$ cat config.mk
export PLATFORM = sky130hd
export DESIGN_NAME = pbu_div
export DESIGN_NICKNAME = d
export VERILOG_FILES = /design/src/rtl/pbu_pkg.sv /design/src/rtl/pbu_div.sv
export SDC_FILE = /design/constraint.sdc
export NUM_CORES = 1
export LEC_CHECK = 0
export ABC_AREA = 1
export BUFFER_PORTS_ARGS = -buffer_cell sky130_fd_sc_hd__buf_2
export CAP_MARGIN = 20
export CORE_ASPECT_RATIO = 0.75
export CORE_MARGIN = 8
export CORE_UTILIZATION = 30
export DETAILED_ROUTE_END_ITERATION = 8
export GPL_ROUTABILITY_DRIVEN = 0
export MAX_ROUTING_LAYER = met4
export PLACE_DENSITY_LB_ADDON = 0.15
export SLEW_MARGIN = 10
export SYNTH_ARGS = -nofsm -noshare
export SYNTH_HDL_FRONTEND = slang
export SYNTH_SLANG_ARGS = --single-unit
$ cat constraint.sdc
create_clock -name clk -period 3 [get_ports clk]
set_input_delay 0.15 -clock clk [delete_from_list [all_inputs] [get_ports clk]]
set_output_delay 0.15 -clock clk [all_outputs]
set_load 0.01 [all_outputs]
$ cat src/rtl/pbu_pkg.sv
// Package for the POMDP belief update and sampler.
// Holds the request opcodes, status codes, register indexes and controller states.
// No dependencies.
package pbu_pkg;

  localparam int PROB_W = 16;
  localparam int QUOT_W = 17;

  typedef enum logic [2:0] {
    OP_LOAD_T    = 3'd0,
    OP_LOAD_O    = 3'd1,
    OP_INIT      = 3'd2,
    OP_UPDATE    = 3'd3,
    OP_READ      = 3'd4,
    OP_SAMPLE_S  = 3'd5,
    OP_SAMPLE_O  = 3'd6,
    OP_SET_TERM  = 3'd7
  } pbu_op_t;

  localparam logic [1:0] STAT_OK        = 2'd0;
  localparam logic [1:0] STAT_ZERO_NORM = 2'd1;
  localparam logic [1:0] STAT_NO_SAMPLE = 2'd2;

  localparam logic CFG_STATES = 1'b0;
  localparam logic CFG_OBS    = 1'b1;

  typedef enum logic [3:0] {
    ST_IDLE,
    ST_EXEC,
    ST_IDIV,
    ST_UT,
    ST_UD1,
    ST_UD2,
    ST_UD3,
    ST_UW,
    ST_UCHK,
    ST_NRD,
    ST_NLD,
    ST_NDIV,
    ST_SRD,
    ST_SACC,
    ST_SCMP,
    ST_FIN
  } pbu_state_t;

endpackage

$ cat src/rtl/pbu_div.sv
// Restoring divider producing a 17-bit quotient, one bit per cycle.
// Shared by the uniform belief init and the belief normalization.
// Depends on pbu_pkg.
module pbu_div #(
  parameter int NW = 53,
  parameter int DW = 40
) (
  input  logic                      clk,
  input  logic                      rst_n,
  input  logic                      start,
  input  logic [NW-1:0]             dividend,
  input  logic [DW-1:0]             divisor,
  output logic                      done,
  output logic [pbu_pkg::QUOT_W-1:0] quotient
);
  import pbu_pkg::*;

  localparam int CW = $clog2(QUOT_W + 1);

  logic              busy_r;
  logic              done_r;
  logic [CW-1:0]     cnt_r;
  logic [DW-1:0]     rem_r;
  logic [DW-1:0]     div_r;
  logic [QUOT_W-1:0] lo_r;
  logic [QUOT_W-1:0] q_r;
  logic [DW:0]       trial;
  logic              ge;

  assign trial = {rem_r, lo_r[QUOT_W-1]};
  assign ge    = trial >= {1'b0, div_r};

  always_ff @(posedge clk) begin
    if (!rst_n) begin
      busy_r <= 1'b0;
      done_r <= 1'b0;
      cnt_r  <= '0;
    end else begin
      done_r <= 1'b0;
      if (start) begin
        busy_r <= 1'b1;
        cnt_r  <= CW'(QUOT_W);
      end else if (busy_r) begin
        cnt_r <= cnt_r - CW'(1);
        if (cnt_r == CW'(1)) begin
          busy_r <= 1'b0;
          done_r <= 1'b1;
        end
      end
    end
  end

  always_ff @(posedge clk) begin
    if (start) begin
      rem_r <= DW'(dividend[NW-1:QUOT_W]);
      lo_r  <= dividend[QUOT_W-1:0];
      div_r <= divisor;
      q_r   <= '0;
    end else if (busy_r) begin
      rem_r <= ge ? DW'(trial - {1'b0, div_r}) : DW'(trial);
      lo_r  <= {lo_r[QUOT_W-2:0], 1'b0};
      q_r   <= {q_r[QUOT_W-2:0], ge};
    end
  end

  assign done     = done_r;
  assign quotient = q_r;

endmodule

* Word-level counts from Yosys, hierarchy flattened
Index checks and enable logic that the tools add are counted.
** Cells by class
- Reductions and logical operators :: 3
- $add $sub $neg :: 2
- Equality and inequality tests :: 1
- Muxes and demuxes :: 11
- $lt $le $gt $ge :: 1
- Bitwise gates (word level) :: 2
** Operators with widths (count)
- 36-bit 2-to-1 mux :: 2
- 41-bit by 40-bit >= comparator with 1-bit output :: 1
- 40-bit 2-to-1 mux :: 1
- 40-bit subtractor :: 1
- 17-bit 2-to-1 mux :: 2
- 5-bit 2-to-1 mux :: 2
- 5-bit by 1-bit == test with 1-bit output, second input constant :: 1
- 5-bit by 1-bit subtractor with 5-bit output, second input constant :: 1
- 1-bit 2-to-1 mux :: 4
- 3-bit OR reduction :: 1
- 1-bit inverter :: 2
- 2-bit nonzero test :: 1
- 2-bit OR reduction :: 1
** Word-level totals
- Word-level logic and storage cells :: 29
- Bits of input ports :: 96
- Bits in registers :: 121

* Longest topological paths before layout
- Word-level depth :: 4
- Mapped depth :: 18
- Gate-level depth less buffers :: 18

* Worst setup path after synthesis
No wires, ideal clock.
- Path kind :: reg-to-reg
- Start :: register busy_r
- End :: register lo_r[0] (enable)
- Buffers on the path :: 1
- Data arrival time :: 2.209 ns
- Setup slack :: 0.353 ns
- Cell stages (with the launch flop) :: 4
- Cells stage by stage :: dfxtp_1 nor2_1 clkinv_1 clkbuf_1
** On the way
- Word-level cells in the longest chain between the ends :: 1
** RTL lines
- start, declared :: RTL line pbu_div.sv:20 : logic busy_r;
- start signal, assigned :: RTL line pbu_div.sv:35 : busy_r <= 1'b0;
- start signal, assigned :: RTL line pbu_div.sv:41 : busy_r <= 1'b1;
- start signal, assigned :: RTL line pbu_div.sv:46 : busy_r <= 1'b0;
- 2-bit nonzero test (no source line)
- end signal, assigned :: RTL line pbu_div.sv:56 : lo_r <= dividend[QUOT_W-1:0];
- end signal, assigned :: RTL line pbu_div.sv:61 : lo_r <= {lo_r[QUOT_W-2:0], 1'b0};
- end, declared :: RTL line pbu_div.sv:25 : logic [QUOT_W-1:0] lo_r;
No other way between the ends.
A chain may end at the register's enable or synchronous reset.

* Final worst setup path
- Start :: register rem_r[29]
- End :: register rem_r[26], data pin
** On the way
- Word-level cells in the longest chain between the ends :: 4
** RTL lines
- start, declared :: RTL line pbu_div.sv:23 : logic [DW-1:0] rem_r;
- start signal, assigned :: RTL line pbu_div.sv:55 : rem_r <= DW'(dividend[NW-1:QUOT_W]);
- start signal, assigned :: RTL line pbu_div.sv:60 : rem_r <= ge ? DW'(trial - {1'b0, div_r}) : DW'(trial);
- 41-bit by 40-bit >= comparator with 1-bit output :: RTL line pbu_div.sv:31 : assign ge = trial >= {1'b0, div_r};
- 40-bit 2-to-1 mux :: RTL line pbu_div.sv:60
- 36-bit 2-to-1 mux :: RTL line pbu_div.sv:59 : end else if (busy_r) begin
- 36-bit 2-to-1 mux :: RTL line pbu_div.sv:54 : if (start) begin
No other way between the ends. The select of a mux whose other input is x is not followed.

==> flow_metrics.py <==
metrics = {
    "run_status": {
        "outcome": "complete, no violations",
    },
    "hold_path": {
        "hold_end": "rem_r[26]",
        "whs_path_depth": 3,
        "holdCritStartpoint": "dividend[43]",
        "hold_path.class": "input port to flop",
    },
    "floorplan": {
        "rows": 51,
        "coreArea_um2": 26000,
        "start_util": 0.306,
        "dieArea_um2": 32100,
        "ios": 114,
        "die-height_um": 157,
        "die_x_um": 204,
    },
    "power_and_ir_drop": {
        "leakagePower_nw": 4.95,
        "pwr-share-clk": 0.335,
        "swShare": 0.349,
        "seq_power_share": 0.344,
        "power.internal_mw": 3.94,
        "power.switching_mw": 2.12,
        "cellPowerDensity_nw_per_um2": 589,
        "vdd_drop_max_v": 0.000442,
        "pwr-share-comb": 0.322,
    },
    "finish": {
        "syn2layout_area_growth_pct": 29.0,
        "instances_no_fill": 1626,
        "fin_area_um2": 10300,
        "drive_above_1_share": 0.149,
        "fin_nets": 1407,
    },
    "clock_network": {
        "cts.path.max_buffers": 2,
        "path_clk_slew_ps": 50,
        "root_buffer": "clkbuf_16",
        "clock-sinks": 121,
        "htreeDepth": 4,
        "cts_setup_buffers": 0,
        "cts-buffers-inserted": 17,
        "clkLatencyLatePin_ps": 430,
        "cts_tree": "yes",
    },
    "critical_path": {
        "crit_arrival_ps": 2920,
        "reg2reg_to": "rem_r[26]",
        "reg2reg_from": "rem_r[29]",
        "crit_type": "flop to flop",
        "r2r_slack_ps": 260,
        "start_kind": "flop",
        "worstPathMaxFanout": 28,
        "cp.required_ps": 3170,
        "end_kind": "flop",
        "rr_worst_depth": 11,
    },
    "timing": {
        "hold_violations": 0,
        "slew_viol_final": 0,
        "finalSetupTns_ps": 0,
        "setup_viol": 0,
        "skew_ps": 7.51,
        "final.min_clock_period_ps": 2740,
        "setup_slack_ps": 257,
        "finalCritPeriodShare": 0.914,
        "worst_pin_slew_ps": 880,
        "grt_setup_unrepaired": "false",
        "timing.fmax_mhz": 365,
        "slew_headroom": 0.413,
    },
    "synth": {
        "yosysUniqueCellTypes": 42,
        "synth_seq_area_share": 0.420,
        "syn_area_per_cell_um2": 7.41,
        "netlist_instances": 1076,
        "synth_edf_count": 93,
        "syn-num-nets": 1215,
        "async_flop_share": 0,
        "synthFlopType": "edfxtp_1",
        "ys.warnings.count": 0,
        "synth_area_um2": 7980,
        "yosys_register_bits": 121,
    },
    "place": {
        "hpwl_um": 18300,
        "place_area_um2": 8990,
        "io_buffers": 113,
        "placed_cells": 1522,
        "dp_slack_ps": 228,
    },
    "drt": {
        "wl_um": 23500,
        "wl_per_cell_um": 14.4,
        "drtIter0Drc": 487,
        "vias": 7172,
        "dr.pass1.iters": 7,
        "post_drt_via_cell_ratio": 4.41,
        "drcViolationCount": 0,
        "ant_nets": 0,
    },
    "global_routing": {
        "grt_pass1_wl_um": 38100,
        "grt_pass1_vias": 7151,
        "grt.total_usage": 0.154,
        "antenna_found_initial": 1,
        "grt.overflow.total": 0,
        "grt_max_degree": 79,
    },
    "job": {
        "maxCapViolCount": 0,
    },
}
==> registers in the layout (all words and copies together) (netlist names) <==
| name | count |
|---|---|
| busy_r | 1 |
| cnt_r | 5 |
| div_r | 40 |
| done | 1 |
| lo_r | 17 |
| quotient | 17 |
| rem_r | 40 |
==> cell usage after synthesis (2+ instances only) <==
library cell  instances  area (um2)
nand2_1             377        1420
inv_1               180         676
edfxtp_1             93        2790
nor2_1               69         259
o21ai_0              47         235
nand3_1              43         215
a21oi_1              42         210
ha_1                 42         526
dfxtp_1              28         561
xnor2_1              18         158
o21ai_1              15        75.1
o22ai_1              14        87.6
clkbuf_1             12        45.0
nor2_2               10        62.6
nand4_1               9        56.3
xor2_1                7        61.3
nand3_2               6        60.1
nand2_2               5        31.3
or2_1                 5        31.3
a21oi_2               4        35.0
a31oi_1               4        25.0
buf_2                 4        20.0
buf_6                 4        45.0
nor3_1                4        20.0
o211ai_1              4        30.0
o21a_1                4        30.0
o21bai_1              4        30.0
and2_1                3        18.8
or2_0                 3        18.8
buf_1                 2        7.51
nor2_4                2        22.5
o211ai_2              2        25.0
==> per-layer routing <==
metal	wire [um]	part of all wire	up-vias	GRT usage
met1	13000	0.56	3217	0.230
met2	9170	0.39	123	0.202
met4	263	0.011	0	0.0397
met3	999	0.043	13	0.0349
li1	-	-	3819	-
met5	0	0	-	-
==> layout by cell type (no fill, tap or decap), types with 10 or more instances in the layout <==
cell type,Yosys,layout
nand2_1,377,377
ha_1,42,42
o21ai_1,15,15
edfxtp_1,93,93
o22ai_1,14,14
xnor2_1,18,18
nor2_1,69,69
dlygate4sd3_1,0,71
a21oi_1,42,42
dfxtp_1,28,28
nand3_1,43,43
clkbuf_16,0,19
inv_1,180,180
buf_2,4,112
nor2_2,10,10
o21ai_0,47,47
==> kinds of logic after synthesis <==
| group | after synthesis | synth area share |
|---|---|---|
| and+or+nand+nor | 541 | 0.283 |
| buffers and inverters | 205 | 0.101 |
| AOI/OAI and AO/OA | 141 | 0.0991 |
| DFF | 121 | 0.420 |
| adders and majority gates | 43 | 0.0684 |
| xor gates and xnor gates | 25 | 0.0274 |
==> through the flow <==
step / power, mW / hold slack (ps) / util
final: 6.06 / 20.6 / 0.395
after floorplan: 3.44 / 249 / -
after global placement: 3.99 / 327 / 0.345
after global routing: 6.46 / 14.1 / 0.395
after CTS: 6.12 / 1.66 / 0.395
after detailed placement: 3.98 / 328 / 0.345
==> area by class of cell <==
type                       instances  area [um2]
antenna                            1        2.50
clock buffer                      21         503
clock inverter                    11        76.3
fill                            2839       15700
inverter                         182         683
multi-input combinational        750        3820
sequential                       121        3350
tap                              344         430
timing repair buffer             196        1420
==> power groups by stage <==
stage	Sequential [mW]	Clock, mW	Combinational [mW]
3_3_place_gp	2.11	0	1.88
3_5_place_dp	2.11	0	1.87
2_1_floorplan	2.09	0	1.35
5_1_grt	2.10	2.15	2.20
4_1_cts	2.08	2.08	1.95
6_report	2.08	2.03	1.95
==> how the worst max path moves through the flow <==
| stage | from | to | slack, ps | cells after the start |
|---|---|---|---|---|
| detailed placement | rem_r[22] | rem_r[26] | 230 | 13 |
| floorplan | busy_r | lo_r[0] | 350 | 3 |
| finish | rem_r[29] | rem_r[26] | 260 | 11 |
| global placement | rem_r[3] | rem_r[28] | 320 | 15 |
| global route | rem_r[22] | rem_r[26] | 60 | 13 |
| CTS | rem_r[22] | rem_r[26] | 200 | 13 |
==> worst max-delay path, stage by stage, from the launching register on <==
cell and delay (ps):
edfxtp_1 410, ha_1 380, a21oi_1 230, o21ai_0 170, a21oi_1 220, nor2_1 100
nor2_4 220, nand2_8 180, buf_12 210, or2_1 200, nand3_1 90, nand2_1 70
==> repair_timing <==
item | in CTS | in global routing
gates resized for setup | 0 | 1
hold buffers | 71 | 0
setup endpoints to repair | 0 | 3
endpoints found under the hold margin | 73 | 0
No activity file was read; power rests on OpenSTA's default activity.
